==> src/rtl/tspm_pkg.sv <==
package tspm_pkg;

  localparam int unsigned MAX_CITIES_DEF = 12;

  localparam int unsigned CITY_W     = 4;
  localparam int unsigned WEIGHT_W   = 16;
  localparam int unsigned COST_W     = 20;
  localparam int unsigned ACC_W      = COST_W + 1;
  localparam int unsigned IN_DATA_W  = 24;
  localparam int unsigned OUT_DATA_W = 24;
  localparam int unsigned CFG_DATA_W = 4;
  localparam int unsigned CFG_IDX_W  = 1;

  localparam logic [CITY_W-1:0] NUM_CITIES_RST = 4'd12;
  localparam logic [CITY_W-1:0] HOME_CITY_RST  = 4'd0;

  typedef enum logic [CFG_IDX_W-1:0] {
    CFG_NUM_CITIES = 1'b0,
    CFG_HOME_CITY  = 1'b1
  } cfg_idx_e;

  // control of one read step, aligned with the registered memory data
  typedef struct packed {
    logic act;
    logic take;
    logic first;
    logic last;
    logic single;
    logic wr;
  } step_ctrl_t;

endpackage

==> src/rtl/tspm_acc.sv <==
module tspm_acc #(
  parameter int unsigned TW = 15
) (
  input  logic                          clk_i,
  input  tspm_pkg::step_ctrl_t          ctrl_i,
  input  logic [TW-1:0]                 waddr_i,
  input  logic [tspm_pkg::COST_W-1:0]   tbl_rdata_i,
  input  logic [tspm_pkg::WEIGHT_W-1:0] wt_rdata_i,
  output logic                          tbl_we_o,
  output logic [TW-1:0]                 tbl_waddr_o,
  output logic [tspm_pkg::COST_W-1:0]   tbl_wdata_o,
  output logic [tspm_pkg::COST_W-1:0]   best_o
);

  import tspm_pkg::*;

  logic [ACC_W-1:0] acc_q, acc_d;
  logic [ACC_W-1:0] cand, base;

  always_comb begin
    if (ctrl_i.single) begin
      cand = ACC_W'(wt_rdata_i);
    end else begin
      cand = ACC_W'(tbl_rdata_i) + ACC_W'(wt_rdata_i);
    end
    base  = ctrl_i.first ? {ACC_W{1'b1}} : acc_q;
    acc_d = (ctrl_i.take && (cand < base)) ? cand : base;
  end

  always_ff @(posedge clk_i) begin
    if (ctrl_i.act) begin
      acc_q <= acc_d;
    end
  end

  assign tbl_we_o    = ctrl_i.act && ctrl_i.last && ctrl_i.wr;
  assign tbl_waddr_o = waddr_i;
  assign tbl_wdata_o = acc_d[COST_W-1:0];
  assign best_o      = acc_q[COST_W-1:0];

endmodule

==> config.mk <==
export PLATFORM = sky130hd
export DESIGN_NAME = tspm_acc
export DESIGN_NICKNAME = d
export VERILOG_FILES = /design/src/rtl/tspm_pkg.sv /design/src/rtl/tspm_acc.sv
export SDC_FILE = /design/constraint.sdc
export NUM_CORES = 1
export LEC_CHECK = 0
export BUFFER_PORTS_ARGS = -buffer_cell sky130_fd_sc_hd__buf_2
export CAP_MARGIN = 5
export CORE_UTILIZATION = 30
export CTS_CLUSTER_SIZE = 10
export DETAILED_ROUTE_END_ITERATION = 6
export MAX_ROUTING_LAYER = met4
export PLACE_DENSITY = 0.5
export SYNTH_ARGS = -nofsm -noshare
export SYNTH_HDL_FRONTEND = slang
export SYNTH_SLANG_ARGS = --single-unit
==> constraint.sdc <==
create_clock -name clk_i -period 7.55 [get_ports clk_i]
set_clock_uncertainty 0.05 [all_clocks]
set_input_delay 0 -clock clk_i [delete_from_list [all_inputs] [get_ports clk_i]]
set_output_delay 0 -clock clk_i [all_outputs]
set_load 0.005 [all_outputs]
==> out/metrics.yaml, run 1 <==
outcome:
  status: "finished, final reports clean"
pwr:
  powerDensity_nw_per_um2: 127
  p_leak_nw: 1.67
  seq_power_share_pct: 33.4
  clockPowerShare_pct: 17.4
  comb_power_share_pct: 49.1
  total_power_mw: 0.442
  swShare_pct: 37.0
  intPower_mw: 0.278
  ir_worst_vdd_mv: 0.0597
  p_sw_mw: 0.164
clocking:
  cts.sinks: 21
  numCtsBuffers: 3
  cts_tree: "yes"
  clk_latency_ns: 0.26
  cts_setup_buffers: 0
  cts_root_buf: "clkbuf_8"
  cts_hold_buf: 15
  cts_resized: 0
  clk_pin_slew_ns: 0.08
  cts_max_level: 1
  ctsLongestPathBuffers: 2
global_route:
  grt-ovfl-total: 0
  grt_pass1_wl_um: 13000
  first_global_vias: 2626
  grt_antenna_before_repair: 0
  grt_usage_pct: 15.3
  grt_max_degree: 34
placement:
  io_buffers: 83
  routabilityCongestion: 0.858
  place.detailed.hpwl_um: 6630
  dp.cells: 528
timing:
  final.setup.tns_ns: 0
  finalCriticalPeriod_ns: 4.41
  rsz0062_at_grt: "no"
  worst_pin_slew_ns: 0.736
  setup_violations: 0
  slew_violations: 0
  fmax_ghz: 0.227
  report.final.hold_viol_count: 0
  min_period_over_period_pct: 58.4
  max_slew_margin_pct: 50.7
route:
  drcViolationCount: 0
  wire_per_inst_um: 15.0
  dr.first_iter.drc_count: 72
  ant_nets: 0
  viasPerCell: 4.96
  vias: 2715
  first_pass_iters: 4
  drt_wl_total_um: 8190
critical_path:
  reg2reg_slack_ns: 3.98
  cp.arrival_ns: 4.36
  endpoint_kind: "output port"
  worstSetupPathType: "in2out"
  reg2reg_to: "acc_q[13]"
  required_ns: 7.50
  timing.rr.start: "acc_q[6]"
  reg2regPathDepth: 10
  path_max_fanout: 12
  start_kind: "input port"
floorplan:
  start_util_pct: 31.5
  die_w_um: 104
  core_um2: 9950
  num_rows: 36
  dieHeight_um: 104
  die_area_um2: 10900
  num_io_pins: 114
worst_hold_path:
  hold_class: "in2reg"
  hold_start: "ctrl_i[5]"
  holdPathEnd: "acc_q[4]"
  min_path_cells: 1
synth:
  synth_area_leader_cell: "edfxtp_1"
  yosysTopAreaCellShare_pct: 20.1
  ys_seq_area_share_pct: 20.1
  synthCells: 377
  synth_fp_nets: 472
  synthesis.area_um2: 3130
  ys_seq_elements: 21
  synth_flop_cell: "edfxtp_1"
  synth_edf_count: 21
  synth.distinct_cells: 51
  synthArstFlopShare_pct: 0
  synth.area.top_cells: "edfxtp_1 20%, ha_1 14%, buf_4 14%"
  synth_area_per_cell_um2: 8.31
  synth-warning-count: 0
finish:
  fin_nets: 510
  largest_reg_flops: 21
  instances_no_fill: 547
  regMostFlops: "acc_q"
  drive_gt1_share_pct: 27.1
  multi_input_area_um2: 1940
  post-route-util_pct: 34.8
  diodes: 0
  final_cell_mix: "83 x buf_2, 36 x ha_1, 29 x inv_1"
  regArea_um2: 631
  mostFrequentLayoutCell: "buf_2"
  area_delta_synth_final_pct: 10.6
  top_regs: "acc_q x21"
  nFillCells: 1089
job:
  drv_cap: 0
cell type report:
type | instances | area share (%)
timing repair buffer | 99 | 16.5
clock buffer | 4 | 1.30
tap | 133 | 4.80
sequential | 21 | 18.2
multi-input combinational | 261 | 56.0
inverter | 29 | 3.14
worst max-delay path by stage:
stage / depth (start not counted) / startpoint / slack [ns] / endpoint
final: 16 / wt_rdata_i[3] / 3.14 / tbl_wdata_o[13]
after global routing: 16 / wt_rdata_i[3] / 2.86 / tbl_wdata_o[13]
after CTS: 16 / tbl_rdata_i[3] / 3.12 / tbl_wdata_o[13]
after detailed placement: 15 / wt_rdata_i[3] / 3.00 / acc_q[13]
after global placement: 15 / tbl_rdata_i[3] / 3.07 / acc_q[15]
after floorplan: 14 / tbl_rdata_i[3] / 3.86 / acc_q[17]
worst max-delay path, cell delays in order:
cell and delay, ns:
buf_2 0.11, ha_1 0.35, a21o_1 0.20, a21oi_1 0.31, a211oi_1 0.21, or4_1 0.49
nand3_1 0.13, inv_1 0.06, ha_1 0.30, o21a_1 0.19, a21o_1 0.15, a221o_1 0.37
a311oi_4 0.61, buf_4 0.35, mux2_1 0.38, buf_2 0.14
stage by stage:
stage	hold slack (ns)	setup WS, ns	instance area (um2)
finish	0.205	3.14	3470
CTS	0.192	3.12	3470
global placement	-0.0500	3.07	3270
global route	0.207	2.86	3470
detailed placement	-0.0500	3.00	3270
floorplan	0.0308	3.86	3130
cell usage after synthesis (2+ instances only):
| cell type | n |
|---|---|
| buf_4 | 57 |
| or2_2 | 16 |
| o31ai_1 | 2 |
| a211oi_1 | 5 |
| o21ai_0 | 13 |
| mux2_1 | 14 |
| nand4_1 | 7 |
| a21o_1 | 13 |
| nor4_1 | 2 |
| clkbuf_1 | 7 |
| or3_1 | 3 |
| nand2b_1 | 5 |
| o2111ai_1 | 2 |
| nand2_1 | 25 |
| or4_1 | 3 |
| edfxtp_1 | 21 |
| o221ai_1 | 2 |
| and3_1 | 3 |
| mux2i_1 | 8 |
| mux2_2 | 7 |
| nor2b_1 | 5 |
| nor3_1 | 4 |
| o21a_1 | 3 |
| nand3_1 | 7 |
| o211ai_1 | 3 |
| inv_1 | 29 |
| o21ai_1 | 2 |
| xnor2_1 | 3 |
| xor2_1 | 3 |
| nor2_1 | 27 |
| a21oi_1 | 21 |
| ha_1 | 36 |
kinds of logic after synthesis:
kind of cell    count (synthesis)  synth area share (%)
fa+ha+maj                      37                  15.0
simple gates                  111                  18.0
flops                          21                  20.1
buf+inv                        95                  18.2
compound gates                 78                  16.8
xor+xnor                        6                  1.68
mux                            29                  10.1
power groups by stage:
stage | sequential (mW) | clock, mW | combinational, mW
3_3_place_gp | 0.150 | 0 | 0.210
2_1_floorplan | 0.149 | 0 | 0.174
6_report | 0.148 | 0.0770 | 0.217
4_1_cts | 0.148 | 0.0823 | 0.220
3_5_place_dp | 0.151 | 0 | 0.211
5_1_grt | 0.150 | 0.0839 | 0.245
per-layer routing:
metal	wire length, um	vias up	global-route usage [%]
li1	-	1370	-
met1	3800	1248	19.0
met2	3860	93	26.4
met3	477	4	2.94
met4	51	0	1.63
met5	0	-	-
No activity file was read; power rests on OpenSTA's default activity.
==> run 2: changes to the inputs <==
Clock period 7.55 ns to 4.3 ns, I/O delays scaled along.
==> run 2 against run 1 <==
Cell count increased by 1.3%. Sequential power is 76% higher. Critical path type unchanged. Power is 77% higher. Combinational power grew 79%. Global-route usage grew 0.13 points. Non-clock buffer count increased by 7. Largest power group unchanged. Count of clock-buffer cells in the layout did not move. Wire length up 1.6%. Worst hold slack better by 0.0017 ns.
==> out/metrics.yaml, run 2 (synthesis gave the netlist of run 1 again) <==
pwr:
  clockPowerShare_pct: 17.0
  swShare_pct: 36.7
  intPower_mw: 0.494
  p_sw_mw: 0.287
  powerDensity_nw_per_um2: 222
  ir_worst_vdd_mv: 0.130
  p_leak_nw: 1.70
  seq_power_share_pct: 33.3
  comb_power_share_pct: 49.8
finish:
  top_regs: "acc_q x21"
  final_cell_mix: "83 x buf_2, 36 x ha_1, 29 x inv_1"
  mostFrequentLayoutCell: "buf_2"
  nFillCells: 1084
  area_delta_synth_final_pct: 12.3
  fin_nets: 517
  regMostFlops: "acc_q"
  post-route-util_pct: 35.4
  diodes: 0
  largest_reg_flops: 21
  drive_gt1_share_pct: 28.3
floorplan:
  dieHeight_um: 104
  num_io_pins: 114
  start_util_pct: 31.5
  core_um2: 9950
  num_rows: 36
  die_area_um2: 10900
  die_w_um: 104
global_route:
  grtUsageMet2_pct: 25.3
  first_global_vias: 2586
  grt_busiest_layer: "met2"
  globalRouteMet1Util_pct: 20.5
  grt_max_degree: 23
  grt_pass1_wl_um: 13100
  gr-usage-met3_pct: 2.57
  grt-ovfl-total: 0
  grt_usage_pct: 15.4
  grt_antenna_before_repair: 0
route:
  ant_nets: 0
  drt_wl_total_um: 8320
  viasPerCell: 5.02
  dr.first_iter.drc_count: 141
  first_pass_iters: 4
  drcViolationCount: 0
  vias: 2783
  wire_per_inst_um: 15.0
clocking:
  cts_max_level: 1
  ctsLongestPathBuffers: 2
  numCtsBuffers: 3
  cts.sinks: 21
  cts_root_buf: "clkbuf_8"
  cts_tree: "yes"
  clk_latency_ns: 0.26
  clk_pin_slew_ns: 0.08
critical_path:
  reg2regPathDepth: 10
  start_kind: "input port"
  endpoint_kind: "output port"
  reg2reg_to: "acc_q[6]"
  path_max_fanout: 9
  reg2reg_slack_ns: 1.16
  cp.arrival_ns: 3.87
  endpoint: "tbl_wdata_o[6]"
  worstSetupPathType: "in2out"
  cp-startpoint: "tbl_rdata_i[3]"
  required_ns: 4.25
  timing.rr.start: "acc_q[6]"
timing:
  slew_violations: 0
  max_slew_margin_pct: 55.3
  rsz0062_at_grt: "no"
  worst_pin_slew_ns: 0.670
  setup_violations: 0
  final.setup.tns_ns: 0
  fmax_ghz: 0.255
  finalCriticalPeriod_ns: 3.92
  report.final.hold_viol_count: 0
  min_period_over_period_pct: 91.2
placement:
  place.detailed.hpwl_um: 6720
  io_buffers: 83
  routabilityCongestion: 0.842
job:
  drv_cap: 0
worst_hold_path:
  hold_class: "in2reg"
outcome:
  status: "finished, final reports clean"
run 2: layout make-up:
cell class	instances	area, um2	share of cell area, %
clock buffer	4	45.0	1.28
multi-input combinational	261	1940	55.2
sequential	21	631	17.9
timing repair buffer	106	626	17.8
tap	133	166	4.73
inverter	29	109	3.09
run 2: worst max-delay path, stage by stage:
cell,delay (ns)
buf_2,0.10
ha_1,0.35
a21o_1,0.20
a21oi_1,0.22
buf_4,0.16
a21o_1,0.16
a21oi_1,0.08
a311oi_1,0.30
buf_4,0.17
ha_1,0.24
o21ai_0,0.16
o21ai_1,0.08
a21o_1,0.18
a221o_1,0.38
a311oi_4,0.32
buf_4,0.24
mux2_1,0.38
buf_2,0.14
run 2: repair_timing:
action / CTS / global route
hold buffers: 15 / 0
endpoints found under the hold margin: 15 / 0
buffers inserted: 0 / 0
resized for setup: 0 / 0
run 2: through the flow:
stage          cell area (um2)  total power, mW  hold WS [ns]  std cells  setup slack, ns
2_1_floorplan             3130            0.566        0.0308        377            0.606
5_1_grt                   3520            0.849         0.202        554           0.0585
6_report                  3520            0.781         0.207        554            0.378
4_1_cts                   3520            0.793         0.203        554            0.356
3_5_place_dp              3320            0.642       -0.0500        535            0.239
3_3_place_gp              3320            0.641       -0.0500        535            0.268
run 2: how the worst min path moves through the flow:
stage	startpoint	to	depth (start not counted)
3_3_place_gp	waddr_i[5]	tbl_waddr_o[5]	0
3_5_place_dp	waddr_i[5]	tbl_waddr_o[5]	0
6_report	ctrl_i[5]	acc_q[4]	1
2_1_floorplan	waddr_i[0]	tbl_waddr_o[0]	1
4_1_cts	wt_rdata_i[3]	acc_q[3]	3
5_1_grt	wt_rdata_i[3]	acc_q[3]	3
run 2: layer usage:
layer / up-vias / routed length [um]
met5: - / 0
met4: 0 / 46
met3: 6 / 490
met2: 109 / 3870
met1: 1283 / 3910
li1: 1385 / -
run 2: power by group through the flow:
stage / combinational [mW] / sequential, mW / clock [mW]
2_1_floorplan: 0.305 / 0.262 / 0
6_report: 0.389 / 0.260 / 0.132
3_5_place_dp: 0.377 / 0.264 / 0
3_3_place_gp: 0.377 / 0.264 / 0
4_1_cts: 0.393 / 0.260 / 0.140
5_1_grt: 0.438 / 0.263 / 0.148
==> run 3: changes to the inputs <==
Settings changed: REMOVE_ABC_BUFFERS set to 1.
==> run 3 against run 2 <==
Non-clock buffer count fell by 3. Highest routed layer unchanged. Worst hold slack got worse by 0.029 ns. Register-to-register slack improved by 0.05 ns. Combinational power barely moved.
==> out/metrics.yaml, run 3 (synthesis gave the netlist of run 1 again) <==
critical_path:
  cp-startpoint: "tbl_rdata_i[3]"
  reg2reg_slack_ns: 1.21
  worstSetupPathType: "in2out"
  required_ns: 4.25
  path_buf_inv: 4
  cp.arrival_ns: 3.94
  cp_cell_sequence: "buf_2, ha_1, a21o_1, a21oi_1, a211oi_1, or4_1, nand3_1, inv_1, ha_1, o21a_1, a21o_1, a221o_1, a311oi_4, buf_4, mux2_1, buf_2"
  cpLargestDelayFamily: "compound AO/OA/AOI/OAI gates"
  max_stage_delay_ns: 0.49
  path_max_fanout: 12
  start_kind: "input port"
  crit_cells: 16
  crit_slowest_cell: "or4_1"
  endpoint_kind: "output port"
  reg2regPathDepth: 10
  reg2reg_to: "acc_q[10]"
  endpoint: "tbl_wdata_o[18]"
  timing.rr.start: "acc_q[6]"
finish:
  largest_reg_flops: 21
  regArea_um2: 631
  top_regs: "acc_q x21"
  multi_input_area_um2: 1940
  area_delta_synth_final_pct: 11.6
  mostFrequentLayoutCell: "buf_2"
  post-route-util_pct: 35.1
  fin_nets: 514
  drive_gt1_share_pct: 27.8
  fin_area_um2: 3500
  diodes: 0
  nFillCells: 1047
  final_cell_mix: "83 x buf_2, 36 x ha_1, 29 x inv_1"
  regMostFlops: "acc_q"
pwr:
  powerDensity_nw_per_um2: 224
  p_leak_nw: 1.69
  ir_worst_vdd_mv: 0.0872
outcome:
  status: "finished, final reports clean"
clocking:
  numCtsBuffers: 3
  ctsLongestPathBuffers: 2
  cts_tree: "yes"
  cts_resized: 0
  cts_root_buf: "clkbuf_8"
  cts_max_level: 1
  cts.sinks: 21
  clk_latency_ns: 0.26
  cts_setup_buffers: 0
  clk_pin_slew_ns: 0.08
timing:
  worst_pin_slew_ns: 0.720
  max_slew_margin_pct: 51.7
  report.final.hold_viol_count: 0
  rsz0062_at_grt: "no"
  slew_violations: 0
  finalCriticalPeriod_ns: 3.99
  setup_violations: 0
  fmax_ghz: 0.251
  final.setup.tns_ns: 0
  min_period_over_period_pct: 92.8
floorplan:
  die_w_um: 104
  start_util_pct: 31.5
  core_um2: 9950
  die_area_um2: 10900
  dieHeight_um: 104
  num_io_pins: 114
  num_rows: 36
route:
  drt_wl_total_um: 8700
  dr.first_iter.drc_count: 92
  vias: 2723
  wire_per_inst_um: 15.8
  first_pass_iters: 4
  viasPerCell: 4.94
  drcViolationCount: 0
  ant_nets: 0
global_route:
  grt_pass1_wl_um: 14000
  grt-ovfl-total: 0
  first_global_vias: 2783
  grt_usage_pct: 16.4
  grt_max_degree: 33
  grt_antenna_before_repair: 0
placement:
  io_buffers: 83
  place.detailed.hpwl_um: 6870
  routabilityCongestion: 0.861
  placed_area_um2: 3300
job:
  drv_cap: 0
worst_hold_path:
  hold_class: "in2reg"
-- run 3: how the worst min path moves through the flow --
| stage | from | endpoint | slack [ns] | cells past startpoint |
|---|---|---|---|---|
| 6_report | wt_rdata_i[0] | acc_q[0] | 0.18 | 3 |
| 5_1_grt | wt_rdata_i[0] | acc_q[0] | 0.19 | 3 |
| 4_1_cts | wt_rdata_i[0] | acc_q[0] | 0.16 | 3 |
| 3_3_place_gp | waddr_i[0] | tbl_waddr_o[0] | -0.05 | 0 |
| 3_5_place_dp | waddr_i[0] | tbl_waddr_o[0] | -0.05 | 0 |
| 2_1_floorplan | waddr_i[0] | tbl_waddr_o[0] | -0.05 | 0 |
-- run 3: what timing repair did --
action	in CTS	in global routing
hold buffers	15	0
endpoints found under the hold margin	15	0
endpoints found under the setup margin	0	0
-- run 3: metrics by stage --
| step | instances | worst slack [ns] | hold WS [ns] | total power, mW |
|---|---|---|---|---|
| after global placement | 532 | 0.233 | -0.0500 | 0.637 |
| after detailed placement | 532 | 0.175 | -0.0500 | 0.639 |
| after global routing | 551 | 0.0261 | 0.188 | 0.847 |
| final | 551 | 0.309 | 0.178 | 0.782 |
| after floorplan | 311 | -0.103 | -0.0500 | 0.493 |
| after CTS | 551 | 0.302 | 0.161 | 0.792 |
-- run 3: worst min-delay path, delay by kind of cell --
kind / cells / cell delay, ns
buffers and inverters: 1 / 0.09
multiplexers: 2 / 0.26
-- run 3: per-layer routing --
metal	share of wire (%)	GRT usage [%]	routed length, um	vias up
li1	-	-	-	1378
met1	49	22.0	4280	1276
met2	47	26.7	4070	65
met3	3.5	1.57	303	4
met4	0.53	3.67	46	0
met5	0	-	0	-
-- run 3: power by group --
group	leakage (nW)	internal, mW	total [mW]	switching [mW]
sequential	0.198	0.251	0.260	0.00878
combinational	1.46	0.175	0.388	0.213
clock	0.0228	0.0661	0.133	0.0673
total	1.69	0.493	0.782	0.289
-- run 3: cell type report --
cell class                 instances  area share [%]
clock buffer                       4            1.29
inverter                          29            3.11
multi-input combinational        261            55.6
sequential                        21            18.0
tap                              133            4.76
timing repair buffer             103            17.2
